**config.mk**
```make
export PLATFORM = sky130hd
export DESIGN_NAME = multilevel_queue_dispatcher_top_flat
export DESIGN_NICKNAME = d
export VERILOG_FILES = /design/src/design/mqd_pkg.sv /design/src/design/mqd_in_if.sv /design/src/design/mqd_out_if.sv /design/src/design/multilevel_queue_dispatcher_top.sv /design/src/design/mqd_ctrl.sv /design/src/design/mqd_dpath.sv /design/src/flat_wrapper.sv
export SDC_FILE = /design/constraint.sdc
export NUM_CORES = 2
export LEC_CHECK = 0
export BUFFER_PORTS_ARGS = -buffer_cell sky130_fd_sc_hd__buf_2
export CAP_MARGIN = 40
export CORE_ASPECT_RATIO = 0.5
export CORE_MARGIN = 10
export CORE_UTILIZATION = 57
export DETAILED_ROUTE_END_ITERATION = 10
export PLACE_DENSITY = 0.75
export SETUP_SLACK_MARGIN = 0.2
export SLEW_MARGIN = 0
export SYNTH_ARGS = -nofsm -noshare
export SYNTH_HDL_FRONTEND = slang
export SYNTH_SLANG_ARGS = --single-unit
```
**constraint.sdc**
```tcl
create_clock -name i_clk -period 10.7 [get_ports i_clk]
set_input_delay 0.535 -clock i_clk [delete_from_list [all_inputs] [get_ports i_clk]]
set_output_delay 0.535 -clock i_clk [all_outputs]
set_load 0.03 [all_outputs]
```
**src/design/mqd_pkg.sv**
```systemverilog
// shared types and constants for the multilevel queue dispatcher
`timescale 1ns / 1ps
`default_nettype none
package mqd_pkg;

    localparam int OP_W          = 2;
    localparam int VAL_W         = 16;
    localparam int TIME_W        = 21;
    localparam int KIND_W        = 3;
    localparam int PID_W         = 5;
    localparam int DEF_MAX_PROCS = 16;

    localparam int APB_ADDR_W = 3;
    localparam int APB_DATA_W = 32;
    localparam int REG_IDX_W  = 1;

    localparam logic [REG_IDX_W-1:0] REG_QUANTUM   = 1'b0;
    localparam logic [VAL_W-1:0]     QUANTUM_RESET = 16'd4;

    typedef enum logic [OP_W-1:0] {
        OP_LOAD     = 2'd0,
        OP_DISPATCH = 2'd1,
        OP_CLEAR    = 2'd2
    } t_op;

    typedef enum logic [KIND_W-1:0] {
        KIND_LOADED     = 3'd0,
        KIND_REFUSED    = 3'd1,
        KIND_SYS_RUN    = 3'd2,
        KIND_USER_SLICE = 3'd3,
        KIND_IDLE       = 3'd4,
        KIND_DONE       = 3'd5,
        KIND_CLEARED    = 3'd6
    } t_kind;

    typedef struct packed {
        logic [VAL_W-1:0] arrival;
        logic [VAL_W-1:0] burst;
        logic [VAL_W-1:0] remaining;
        logic             cls;
    } t_entry;

    typedef struct packed {
        t_kind             kind;
        logic [PID_W-1:0]  proc_id;
        logic [TIME_W-1:0] start_time;
        logic [VAL_W-1:0]  run_length;
        logic              completed;
        logic [TIME_W-1:0] completion_time;
        logic [TIME_W-1:0] turnaround;
        logic [TIME_W-1:0] waiting;
    } t_result;

    typedef struct packed {
        logic cap_in;
        logic do_load;
        logic do_clear;
        logic scan_start;
        logic scan_from_pos;
        logic scan_sys;
        logic scan_step;
        logic sweep_end;
        logic sweep_begin;
        logic set_idle;
        logic set_done;
        logic run_start;
        logic run_tat;
        logic run_wait;
        logic out_load;
    } t_cmd;

    typedef struct packed {
        logic [OP_W-1:0] op;
        logic            sweep_active;
        logic            all_done;
        logic            ran_any;
        logic            found;
        logic            scan_done;
        logic            out_free;
    } t_sts;

endpackage
`default_nettype wire

```
**src/design/mqd_in_if.sv**
```systemverilog
// request channel interface
`timescale 1ns / 1ps
`default_nettype none
interface mqd_in_if;
    import mqd_pkg::*;

    logic              valid;
    logic              ready;
    logic [OP_W-1:0]   op;
    logic [VAL_W-1:0]  arrival;
    logic [VAL_W-1:0]  burst;
    logic              proc_class;

    modport source (output valid, op, arrival, burst, proc_class, input ready);
    modport sink   (input valid, op, arrival, burst, proc_class, output ready);
endinterface
`default_nettype wire

```
**src/design/mqd_out_if.sv**
```systemverilog
// event channel interface
`timescale 1ns / 1ps
`default_nettype none
interface mqd_out_if;
    import mqd_pkg::*;

    logic              valid;
    logic              ready;
    logic [KIND_W-1:0] kind;
    logic [PID_W-1:0]  proc_id;
    logic [TIME_W-1:0] start_time;
    logic [VAL_W-1:0]  run_length;
    logic              completed;
    logic [TIME_W-1:0] completion_time;
    logic [TIME_W-1:0] turnaround;
    logic [TIME_W-1:0] waiting;

    modport source (output valid, kind, proc_id, start_time, run_length, completed,
                    completion_time, turnaround, waiting, input ready);
    modport sink   (input valid, kind, proc_id, start_time, run_length, completed,
                    completion_time, turnaround, waiting, output ready);
endinterface
`default_nettype wire

```
**src/design/multilevel_queue_dispatcher_top.sv**
```systemverilog
// multilevel queue dispatcher top level
//
// channel   dir  transfer   payload
// i_in      in   valid/rdy  op, arrival, burst, proc_class
// o_out     out  valid/rdy  kind, proc_id, start_time, run_length, completed,
//                           completion_time, turnaround, waiting
// apb       in   psel/pen   quantum at word 0
//
// one request at a time; load and clear go through decode and emit to reach the output register
// dispatch walks the process table through a registered-read memory with separate read
// and write addresses, one entry per cycle; a walk may resume a sweep from its saved position,
// and there are at most three walks per request
// synchronous reset, no table clearing pass; table entries hold garbage until loaded
// the output register holds an event while the next request is taken and decoded
`timescale 1ns / 1ps
`default_nettype none
module multilevel_queue_dispatcher_top #(
    parameter int MAX_PROCS = mqd_pkg::DEF_MAX_PROCS
) (
    input  wire logic                             i_clk,
    input  wire logic                             i_rst_n,
    mqd_in_if.sink                                i_in,
    mqd_out_if.source                             o_out,
    input  wire logic                             psel,
    input  wire logic                             penable,
    input  wire logic                             pwrite,
    input  wire logic [mqd_pkg::APB_ADDR_W-1:0]   paddr,
    input  wire logic [mqd_pkg::APB_DATA_W-1:0]   pwdata,
    output logic      [mqd_pkg::APB_DATA_W-1:0]   prdata,
    output logic                                  pready
);
    import mqd_pkg::*;

    logic [VAL_W-1:0]     r_quantum;
    logic [REG_IDX_W-1:0] reg_idx;
    t_cmd                 cmd;
    t_sts                 sts;
    t_result              result;

    assign reg_idx = paddr[APB_ADDR_W-1:2];
    assign pready  = 1'b1;
    assign prdata  = (reg_idx == REG_QUANTUM) ? APB_DATA_W'(r_quantum) : '0;

    always_ff @(posedge i_clk) begin
        if (!i_rst_n) begin
            r_quantum <= QUANTUM_RESET;
        end else if (psel && penable && pwrite && (reg_idx == REG_QUANTUM)) begin
            r_quantum <= pwdata[VAL_W-1:0];
        end
    end

    mqd_ctrl u_ctrl (
        .i_clk      (i_clk),
        .i_rst_n    (i_rst_n),
        .i_in_valid (i_in.valid),
        .o_in_ready (i_in.ready),
        .i_sts      (sts),
        .o_cmd      (cmd)
    );

    mqd_dpath #(
        .MAX_PROCS (MAX_PROCS)
    ) u_dpath (
        .i_clk        (i_clk),
        .i_rst_n      (i_rst_n),
        .i_cmd        (cmd),
        .o_sts        (sts),
        .i_quantum    (r_quantum),
        .i_op         (i_in.op),
        .i_arrival    (i_in.arrival),
        .i_burst      (i_in.burst),
        .i_proc_class (i_in.proc_class),
        .i_out_ready  (o_out.ready),
        .o_out_valid  (o_out.valid),
        .o_result     (result)
    );

    assign o_out.kind            = result.kind;
    assign o_out.proc_id         = result.proc_id;
    assign o_out.start_time      = result.start_time;
    assign o_out.run_length      = result.run_length;
    assign o_out.completed       = result.completed;
    assign o_out.completion_time = result.completion_time;
    assign o_out.turnaround      = result.turnaround;
    assign o_out.waiting         = result.waiting;
endmodule
`default_nettype wire

```
**src/design/mqd_ctrl.sv**
```systemverilog
// dispatcher controller state machine
`timescale 1ns / 1ps
`default_nettype none
module mqd_ctrl (
    input  wire logic          i_clk,
    input  wire logic          i_rst_n,
    input  wire logic          i_in_valid,
    output logic               o_in_ready,
    input  mqd_pkg::t_sts      i_sts,
    output mqd_pkg::t_cmd      o_cmd
);
    import mqd_pkg::*;

    typedef enum logic [11:0] {
        S_IDLE     = 12'b0000_0000_0001,
        S_DECODE   = 12'b0000_0000_0010,
        S_CHECK    = 12'b0000_0000_0100,
        S_SW_SCAN  = 12'b0000_0000_1000,
        S_SW_END   = 12'b0000_0001_0000,
        S_SYS_SCAN = 12'b0000_0010_0000,
        S_RUN1     = 12'b0000_0100_0000,
        S_RUN2     = 12'b0000_1000_0000,
        S_RUN3     = 12'b0001_0000_0000,
        S_EMIT     = 12'b0010_0000_0000
    } t_state;

    t_state r_state;
    t_state n_state;

    always_ff @(posedge i_clk) begin
        if (!i_rst_n) begin
            r_state <= S_IDLE;
        end else begin
            r_state <= n_state;
        end
    end

    assign o_in_ready = (r_state == S_IDLE);

    always_comb begin
        n_state = r_state;
        o_cmd   = '0;
        unique case (r_state)
            S_IDLE: begin
                if (i_in_valid) begin
                    o_cmd.cap_in = 1'b1;
                    n_state      = S_DECODE;
                end
            end
            S_DECODE: begin
                unique case (i_sts.op)
                    OP_LOAD: begin
                        o_cmd.do_load = 1'b1;
                        n_state       = S_EMIT;
                    end
                    OP_CLEAR: begin
                        o_cmd.do_clear = 1'b1;
                        n_state        = S_EMIT;
                    end
                    OP_DISPATCH: begin
                        if (i_sts.sweep_active) begin
                            o_cmd.scan_start    = 1'b1;
                            o_cmd.scan_from_pos = 1'b1;
                            n_state             = S_SW_SCAN;
                        end else begin
                            n_state = S_CHECK;
                        end
                    end
                    default: n_state = S_IDLE;
                endcase
            end
            S_CHECK: begin
                if (i_sts.all_done) begin
                    o_cmd.set_done = 1'b1;
                    n_state        = S_EMIT;
                end else begin
                    o_cmd.scan_start = 1'b1;
                    o_cmd.scan_sys   = 1'b1;
                    n_state          = S_SYS_SCAN;
                end
            end
            S_SW_SCAN: begin
                if (i_sts.found) begin
                    n_state = S_RUN1;
                end else if (i_sts.scan_done) begin
                    n_state = S_SW_END;
                end else begin
                    o_cmd.scan_step = 1'b1;
                end
            end
            S_SW_END: begin
                o_cmd.sweep_end = 1'b1;
                if (i_sts.ran_any) begin
                    n_state = S_CHECK;
                end else begin
                    o_cmd.set_idle = 1'b1;
                    n_state        = S_EMIT;
                end
            end
            S_SYS_SCAN: begin
                if (i_sts.scan_done) begin
                    if (i_sts.found) begin
                        n_state = S_RUN1;
                    end else begin
                        o_cmd.sweep_begin = 1'b1;
                        o_cmd.scan_start  = 1'b1;
                        n_state           = S_SW_SCAN;
                    end
                end else begin
                    o_cmd.scan_step = 1'b1;
                end
            end
            S_RUN1: begin
                o_cmd.run_start = 1'b1;
                n_state         = S_RUN2;
            end
            S_RUN2: begin
                o_cmd.run_tat = 1'b1;
                n_state       = S_RUN3;
            end
            S_RUN3: begin
                o_cmd.run_wait = 1'b1;
                n_state        = S_EMIT;
            end
            S_EMIT: begin
                if (i_sts.out_free) begin
                    o_cmd.out_load = 1'b1;
                    n_state        = S_IDLE;
                end
            end
            default: n_state = S_IDLE;
        endcase
    end
endmodule
`default_nettype wire

```
**src/design/mqd_dpath.sv**
```systemverilog
// dispatcher datapath: process table, clock, scan pipeline and result register
`timescale 1ns / 1ps
`default_nettype none
module mqd_dpath #(
    parameter int MAX_PROCS = mqd_pkg::DEF_MAX_PROCS
) (
    input  wire logic                        i_clk,
    input  wire logic                        i_rst_n,
    input  mqd_pkg::t_cmd                    i_cmd,
    output mqd_pkg::t_sts                    o_sts,
    input  wire logic [mqd_pkg::VAL_W-1:0]   i_quantum,
    input  wire logic [mqd_pkg::OP_W-1:0]    i_op,
    input  wire logic [mqd_pkg::VAL_W-1:0]   i_arrival,
    input  wire logic [mqd_pkg::VAL_W-1:0]   i_burst,
    input  wire logic                        i_proc_class,
    input  wire logic                        i_out_ready,
    output logic                             o_out_valid,
    output mqd_pkg::t_result                 o_result
);
    import mqd_pkg::*;

    localparam int IW = (MAX_PROCS > 1) ? $clog2(MAX_PROCS) : 1;
    localparam int CW = $clog2(MAX_PROCS + 1);

    // captured request
    logic [OP_W-1:0]   r_op;
    logic [VAL_W-1:0]  r_arr_in;
    logic [VAL_W-1:0]  r_burst_in;
    logic              r_cls_in;

    // scheduler state
    logic [CW-1:0]     r_count;
    logic [CW-1:0]     r_finished;
    logic [TIME_W-1:0] r_clock;
    logic              r_sweep_active;
    logic [CW-1:0]     r_sweep_pos;
    logic              r_ran_any;

    // scan pipeline
    logic [CW-1:0]     r_scan_idx;
    logic              r_scan_sys;
    logic              r_pipe_vld;
    logic [IW-1:0]     r_pipe_idx;
    logic              r_found;
    logic [IW-1:0]     r_best_idx;
    logic [VAL_W-1:0]  r_best_arr;
    logic [VAL_W-1:0]  r_best_burst;
    logic [VAL_W-1:0]  r_best_rem;

    t_result           r_res;
    t_result           n_res;
    t_result           r_out;
    logic              r_out_valid;

    t_entry            mem [MAX_PROCS];
    t_entry            r_rd;
    logic              mem_we;
    logic [IW-1:0]     mem_waddr;
    t_entry            mem_wdata;

    logic              load_ok;
    logic              issue;
    logic              cand_ready;
    logic              take;
    logic [VAL_W-1:0]  q_eff;
    logic [VAL_W-1:0]  run_len;
    logic [VAL_W-1:0]  rem_new;
    logic [TIME_W-1:0] clock_next;

    assign load_ok = (r_burst_in != '0) && (r_count < CW'(MAX_PROCS));
    assign issue   = (r_scan_idx < r_count);

    assign cand_ready = r_pipe_vld && (r_rd.remaining != '0) &&
                        (r_rd.cls == ~r_scan_sys) &&
                        ({{(TIME_W-VAL_W){1'b0}}, r_rd.arrival} <= r_clock);
    assign take = cand_ready &&
                  (!r_found || (r_scan_sys && (r_rd.arrival < r_best_arr)));

    assign q_eff      = (i_quantum == '0) ? VAL_W'(1) : i_quantum;
    assign run_len    = (r_scan_sys || (r_best_rem <= q_eff)) ? r_best_rem : q_eff;
    assign rem_new    = r_best_rem - run_len;
    assign clock_next = r_clock + TIME_W'(run_len);

    always_comb begin
        mem_we    = 1'b0;
        mem_waddr = r_best_idx;
        mem_wdata = '{arrival: r_best_arr, burst: r_best_burst,
                      remaining: rem_new, cls: ~r_scan_sys};
        if (i_cmd.do_load && load_ok) begin
            mem_we    = 1'b1;
            mem_waddr = r_count[IW-1:0];
            mem_wdata = '{arrival: r_arr_in, burst: r_burst_in,
                          remaining: r_burst_in, cls: r_cls_in};
        end else if (i_cmd.run_start) begin
            mem_we = 1'b1;
        end
    end

    always_ff @(posedge i_clk) begin
        if (mem_we) begin
            mem[mem_waddr] <= mem_wdata;
        end
        r_rd <= mem[r_scan_idx[IW-1:0]];
    end

    // next event being built
    always_comb begin
        n_res = r_res;
        if (i_cmd.do_load) begin
            n_res = '0;
            if (load_ok) begin
                n_res.kind    = KIND_LOADED;
                n_res.proc_id = PID_W'(r_count + CW'(1));
            end else begin
                n_res.kind = KIND_REFUSED;
            end
        end
        if (i_cmd.do_clear) begin
            n_res      = '0;
            n_res.kind = KIND_CLEARED;
        end
        if (i_cmd.set_idle) begin
            n_res            = '0;
            n_res.kind       = KIND_IDLE;
            n_res.start_time = r_clock;
            n_res.run_length = VAL_W'(1);
        end
        if (i_cmd.set_done) begin
            n_res            = '0;
            n_res.kind       = KIND_DONE;
            n_res.start_time = r_clock;
        end
        if (i_cmd.run_start) begin
            n_res            = '0;
            n_res.kind       = r_scan_sys ? KIND_SYS_RUN : KIND_USER_SLICE;
            n_res.proc_id    = PID_W'(r_best_idx) + PID_W'(1);
            n_res.start_time = r_clock;
            n_res.run_length = run_len;
            if (rem_new == '0) begin
                n_res.completed       = 1'b1;
                n_res.completion_time = clock_next;
            end
        end
        if (i_cmd.run_tat && r_res.completed) begin
            n_res.turnaround = r_res.completion_time -
                               {{(TIME_W-VAL_W){1'b0}}, r_best_arr};
        end
        if (i_cmd.run_wait && r_res.completed) begin
            n_res.waiting = r_res.turnaround -
                            {{(TIME_W-VAL_W){1'b0}}, r_best_burst};
        end
    end

    // request capture and payload registers
    always_ff @(posedge i_clk) begin
        if (i_cmd.cap_in) begin
            r_op       <= i_op;
            r_arr_in   <= i_arrival;
            r_burst_in <= i_burst;
            r_cls_in   <= i_proc_class;
        end
        if (i_cmd.scan_step && take) begin
            r_best_idx   <= r_pipe_idx;
            r_best_arr   <= r_rd.arrival;
            r_best_burst <= r_rd.burst;
            r_best_rem   <= r_rd.remaining;
        end
        if (i_cmd.scan_step) begin
            r_pipe_idx <= r_scan_idx[IW-1:0];
        end
        if (i_cmd.out_load) begin
            r_out <= r_res;
        end
        r_res <= n_res;
    end

    // control state
    always_ff @(posedge i_clk) begin
        if (!i_rst_n) begin
            r_count        <= '0;
            r_finished     <= '0;
            r_clock        <= '0;
            r_sweep_active <= 1'b0;
            r_sweep_pos    <= '0;
            r_ran_any      <= 1'b0;
            r_scan_idx     <= '0;
            r_scan_sys     <= 1'b0;
            r_pipe_vld     <= 1'b0;
            r_found        <= 1'b0;
            r_out_valid    <= 1'b0;
        end else begin
            if (i_cmd.do_load && load_ok) begin
                r_count <= r_count + CW'(1);
            end
            if (i_cmd.do_clear) begin
                r_count        <= '0;
                r_finished     <= '0;
                r_clock        <= '0;
                r_sweep_active <= 1'b0;
                r_sweep_pos    <= '0;
                r_ran_any      <= 1'b0;
            end
            if (i_cmd.sweep_end) begin
                r_sweep_active <= 1'b0;
                r_sweep_pos    <= '0;
            end
            if (i_cmd.sweep_begin) begin
                r_sweep_active <= 1'b1;
                r_sweep_pos    <= '0;
                r_ran_any      <= 1'b0;
            end
            if (i_cmd.set_idle) begin
                r_clock <= r_clock + TIME_W'(1);
            end
            if (i_cmd.scan_start) begin
                r_scan_idx <= i_cmd.scan_from_pos ? r_sweep_pos : '0;
                r_scan_sys <= i_cmd.scan_sys;
                r_pipe_vld <= 1'b0;
                r_found    <= 1'b0;
            end
            if (i_cmd.scan_step) begin
                if (issue) begin
                    r_scan_idx <= r_scan_idx + CW'(1);
                end
                r_pipe_vld <= issue;
                if (take) begin
                    r_found <= 1'b1;
                end
            end
            if (i_cmd.run_start) begin
                r_clock <= clock_next;
                if (rem_new == '0) begin
                    r_finished <= r_finished + CW'(1);
                end
                if (!r_scan_sys) begin
                    r_sweep_pos <= CW'(r_best_idx) + CW'(1);
                    r_ran_any   <= 1'b1;
                end
            end
            if (i_cmd.out_load) begin
                r_out_valid <= 1'b1;
            end else if (i_out_ready) begin
                r_out_valid <= 1'b0;
            end
        end
    end

    always_comb begin
        o_sts.op           = r_op;
        o_sts.sweep_active = r_sweep_active;
        o_sts.all_done     = (r_finished >= r_count);
        o_sts.ran_any      = r_ran_any;
        o_sts.found        = r_found;
        o_sts.scan_done    = !issue && !r_pipe_vld;
        o_sts.out_free     = !r_out_valid || i_out_ready;
    end

    assign o_out_valid = r_out_valid;
    assign o_result    = r_out;
endmodule
`default_nettype wire

```
**src/flat_wrapper.sv**
```systemverilog
// flat-port wrapper written by rule: the top's interface ports become plain ports
module multilevel_queue_dispatcher_top_flat import mqd_pkg::*;
#(
    parameter int MAX_PROCS = mqd_pkg::DEF_MAX_PROCS
)
  (i_clk, i_rst_n, psel, penable, pwrite, paddr, pwdata, prdata, pready, i_in_valid, i_in_op, i_in_arrival, i_in_burst, i_in_proc_class, i_in_ready, o_out_valid, o_out_kind, o_out_proc_id, o_out_start_time, o_out_run_length, o_out_completed, o_out_completion_time, o_out_turnaround, o_out_waiting, o_out_ready);
  mqd_in_if i_in_i ();
  mqd_out_if o_out_i ();
  input  wire logic i_clk;
  input  wire logic i_rst_n;
  input  wire logic psel;
  input  wire logic penable;
  input  wire logic pwrite;
  input  wire logic [mqd_pkg::APB_ADDR_W-1:0] paddr;
  input  wire logic [mqd_pkg::APB_DATA_W-1:0] pwdata;
  output logic      [mqd_pkg::APB_DATA_W-1:0] prdata;
  output logic pready;
  input wire logic [$bits(i_in_i.valid)-1:0] i_in_valid;
  input wire logic [$bits(i_in_i.op)-1:0] i_in_op;
  input wire logic [$bits(i_in_i.arrival)-1:0] i_in_arrival;
  input wire logic [$bits(i_in_i.burst)-1:0] i_in_burst;
  input wire logic [$bits(i_in_i.proc_class)-1:0] i_in_proc_class;
  output wire logic [$bits(i_in_i.ready)-1:0] i_in_ready;
  output wire logic [$bits(o_out_i.valid)-1:0] o_out_valid;
  output wire logic [$bits(o_out_i.kind)-1:0] o_out_kind;
  output wire logic [$bits(o_out_i.proc_id)-1:0] o_out_proc_id;
  output wire logic [$bits(o_out_i.start_time)-1:0] o_out_start_time;
  output wire logic [$bits(o_out_i.run_length)-1:0] o_out_run_length;
  output wire logic [$bits(o_out_i.completed)-1:0] o_out_completed;
  output wire logic [$bits(o_out_i.completion_time)-1:0] o_out_completion_time;
  output wire logic [$bits(o_out_i.turnaround)-1:0] o_out_turnaround;
  output wire logic [$bits(o_out_i.waiting)-1:0] o_out_waiting;
  input wire logic [$bits(o_out_i.ready)-1:0] o_out_ready;
  assign i_in_i.valid = i_in_valid;
  assign i_in_i.op = i_in_op;
  assign i_in_i.arrival = i_in_arrival;
  assign i_in_i.burst = i_in_burst;
  assign i_in_i.proc_class = i_in_proc_class;
  assign i_in_ready = i_in_i.ready;
  assign o_out_valid = o_out_i.valid;
  assign o_out_kind = o_out_i.kind;
  assign o_out_proc_id = o_out_i.proc_id;
  assign o_out_start_time = o_out_i.start_time;
  assign o_out_run_length = o_out_i.run_length;
  assign o_out_completed = o_out_i.completed;
  assign o_out_completion_time = o_out_i.completion_time;
  assign o_out_turnaround = o_out_i.turnaround;
  assign o_out_waiting = o_out_i.waiting;
  assign o_out_i.ready = o_out_ready;
  multilevel_queue_dispatcher_top #(.MAX_PROCS(MAX_PROCS)) u_core (.i_clk(i_clk), .i_rst_n(i_rst_n), .i_in(i_in_i), .o_out(o_out_i), .psel(psel), .penable(penable), .pwrite(pwrite), .paddr(paddr), .pwdata(pwdata), .prdata(prdata), .pready(pready));
endmodule
```
==> metrics.cfg <==
[pwr]
power_density_nw_per_um2=171
p_leak_nw=19.0
ir_drop_mv=0.138
total_power_mw=9.79

[worst_setup_path]
crit_path_end_kind=flop
critPathBufInv=2
crit_arrival_ns=7.78
worst_path_largest_cell_delay_ns=0.70
crit_family=simple AND/OR/NAND/NOR gates
path_class=flop to flop
path_cells=nor4_1 > a41oi_1 > inv_1 > ha_1 > nand4_1 > nor4_1 > nor2_1 > o31ai_4 > o21ai_0 > ha_1 > inv_1 > ha_1 > or4b_1 > a21o_1 > o21ai_0 > a221oi_2 > a221o_1 > a21oi_1 > xor2_1 > nand4_2 > or3_1 > a21oi_1
r2r-start=u_core.r_quantum[8]$_SDFFE_PN0P_
path_max_fanout=21
r2r-end=u_core.u_dpath.r_finished[0]$_SDFF_PN0_
worst_setup_path_start_kind=flop
required_ns=11.32
rrSetupSlack_ns=3.54
reg2reg_depth=22
crit_path_frequent_cell=ha_1
crit_path_top_delay_cell=o21ai_0

[worst_hold_path]
holdPathStages=3
min_to=u_core.r_quantum[2]$_SDFFE_PN1P_
hp-class=input pin to flop
min_from=pwdata[2]

[placement]
io_buffer_count=185
hpwl_mm=79.7
gp_congestion=0.915
dp_cells=4359

[routing]
wl_per_cell_microns=28.1
vias_per_cell=6.35
drtPass1Iterations=6
drtIter0Drc=3354
vias=29200
antenna_left=0
drc=0
wl_mm=129

[clock_tree]
clock-sinks=1215
cts_tree=done
post_cts_buffers=0
clk_latency_ns=0.73
cts_resized=0
clockBufferDepth=3
path_clk_slew_ns=0.07
numCtsBuffers=104
cts-htree-levels=3
hold_buffers=35
cts_root_buf=clkbuf_16

[grt]
antenna_found_initial=2
track_usage=0.252
grt_pass1_vias=28900
grt.overflow.total=0
grt_max_degree=75
grt_pass1_wl_mm=189

[timing]
final_max_slew_viol_count=0
max_freq_ghz=0.140
whs_ns=0.0759
tightestPinTransition_ns=1.01
max_slew_margin=0.325
setup_tns_ns=0
hold_violations=0
fin_skew_ns=0.0445
rsz0062_at_grt=false
timing.final.crit_share=0.669
setup_viol=0
fin_crit_ns=7.16

[yosys]
synth.avg_cell_area_sq_um=16.6
yosysWarnings=0
synth.distinct_cells=95
async_flop_share=0
yosysTopAreaCellShare=0.658
synth_ff_type=edfxtp_1
synth_cells=3005
syn_area_sq_um=49900
synth_enable_flop_cells=1093
synth_top_area_cell=edfxtp_1
synth-seq-cells=1215
synth_most_common_cell=edfxtp_1
synth_commonest_cells=edfxtp_1 (1093), mux4_2 (245), nor2_1 (194)
ys_seq_area_frac=0.707
synth_area_leaders=edfxtp_1 (66%), mux4_2 (11%), dfxtp_1 (4.9%)

[layout]
ff_latch_area_sq_um=35300
fill_cells=5581
multi_input_area_sq_um=13800
nets=3527
finalNonFillerCells=4596
syn2layout_area_growth_pct=14.7
drive_above_1_share=0.228

[job]
cap_viol_max_count=0

[die]
die_w_microns=438
io_pins=221
start_util=0.577
die_area_sq_um=100000
std_cell_rows=76
core_area_sq_um=86400
die_height_microns=229

[outcome]
status=finished clean

## sequential cells by signal, summed over array words and instances, names as in the netlist, 16 cells and up
register                     cells
u_core.u_dpath.mem             784
u_core.u_dpath.r_best_rem       16
u_core.u_dpath.r_best_burst     16
u_core.u_dpath.r_arr_in         16
u_core.u_dpath.o_result        109
u_core.u_dpath.r_clock          21
u_core.u_dpath.r_burst_in       16
u_core.u_dpath.r_rd             49
u_core.u_dpath.r_best_arr       16
u_core.r_quantum                16
u_core.u_dpath.r_res           109
## layout make-up
cell class / instances / share of cell area
flip-flops and latches: 1215 / 0.616
diodes: 2 / 0.0000875
clock inverters: 73 / 0.0152
multi-input cells: 1559 / 0.242
clock buffers: 124 / 0.0480
well taps: 1170 / 0.0256
repair buffers: 343 / 0.0457
inverters: 110 / 0.00722
## placed cells by master (no fill, tap or decap), drive strengths merged, types with 7 or more instances in the layout
master	instances
edfxtp	1093
buf	307
mux4	245
nor2	194
nand2	189
o21ai	127
clkbuf	125
dfxtp	122
a21oi	121
ha	114
inv	113
nor3	55
clkinv	52
xnor2	37
nand3	37
dlygate4sd3	35
nor2b	31
nor4	30
a21o	29
nand2b	28
and3	27
or3	25
and2	23
xor2	22
nand4	20
o21a	17
conb	17
a211oi	17
a31oi	16
bufinv	15
o211ai	10
or2	9
o22ai	8
nor3b	7
a211o	7
## metrics by stage
step	util	cell area, sq um	setup WS [ns]
after floorplan	-	49900	4.29
after global placement	0.606	52400	3.81
after detailed placement	0.616	53200	3.77
after CTS	0.662	57200	3.72
after global routing	0.662	57200	3.23
final	0.662	57200	3.54
## worst max path at each step
stage	start	to	slack (ns)	depth (start not counted)
after floorplan	u_core.u_ctrl.r_state[6]$_SDFFE_PN0P_	u_core.u_dpath.o_result[0]$_DFFE_PP_	4.29	5
after global placement	u_core.r_quantum[8]$_SDFFE_PN0P_	u_core.u_dpath.r_finished[0]$_SDFF_PN0_	3.81	24
after detailed placement	u_core.r_quantum[8]$_SDFFE_PN0P_	u_core.u_dpath.r_finished[0]$_SDFF_PN0_	3.77	24
after CTS	u_core.r_quantum[8]$_SDFFE_PN0P_	u_core.u_dpath.r_finished[0]$_SDFF_PN0_	3.72	24
after global routing	u_core.r_quantum[8]$_SDFFE_PN0P_	u_core.u_dpath.r_finished[0]$_SDFF_PN0_	3.23	24
final	u_core.r_quantum[8]$_SDFFE_PN0P_	u_core.u_dpath.r_finished[0]$_SDFF_PN0_	3.54	22
## worst reg2reg max path, stage by stage (launching register included)
cell,delay (ns)
dfxtp_1,0.38
nor4_1,0.56
a41oi_1,0.27
inv_1,0.10
ha_1,0.23
nand4_1,0.11
nor4_1,0.06
nor2_1,0.40
o31ai_4,0.14
o21ai_0,0.70
ha_1,0.46
inv_1,0.15
ha_1,0.32
or4b_1,0.61
a21o_1,0.24
o21ai_0,0.12
a221oi_2,0.11
a221o_1,0.37
a21oi_1,0.18
xor2_1,0.26
nand4_2,0.61
or3_1,0.56
a21oi_1,0.14
## cell families (layout without fill, tap and decap cells)
group / Yosys count / count (layout) / share of synthesized area
simple gates: 700 / 700 / 0.0680
mux: 246 / 246 / 0.111
flops: 1215 / 1215 / 0.707
buf+inv: 246 / 650 / 0.0202
other cells: 2 / 19 / 0.000151
fa+ha+maj: 121 / 121 / 0.0306
compound gates: 416 / 416 / 0.0527
xor+xnor: 59 / 59 / 0.0107
## power by group
| part | total [mW] | switching, mW | internal (mW) |
|---|---|---|---|
| sequential | 5.36 | 0.0651 | 5.29 |
| combinational | 0.447 | 0.313 | 0.135 |
| clock | 3.98 | 1.76 | 2.22 |
## routing by layer
metal  track usage  vias to the layer above  part of all wire
li1              -                    12400                 -
met1         0.337                    14800              0.38
met2         0.402                     1726              0.48
met3        0.0654                      281              0.11
met4        0.0890                        0             0.037
met5             0                        -                 0
Note: power is estimated with default switching activity, not from simulation.
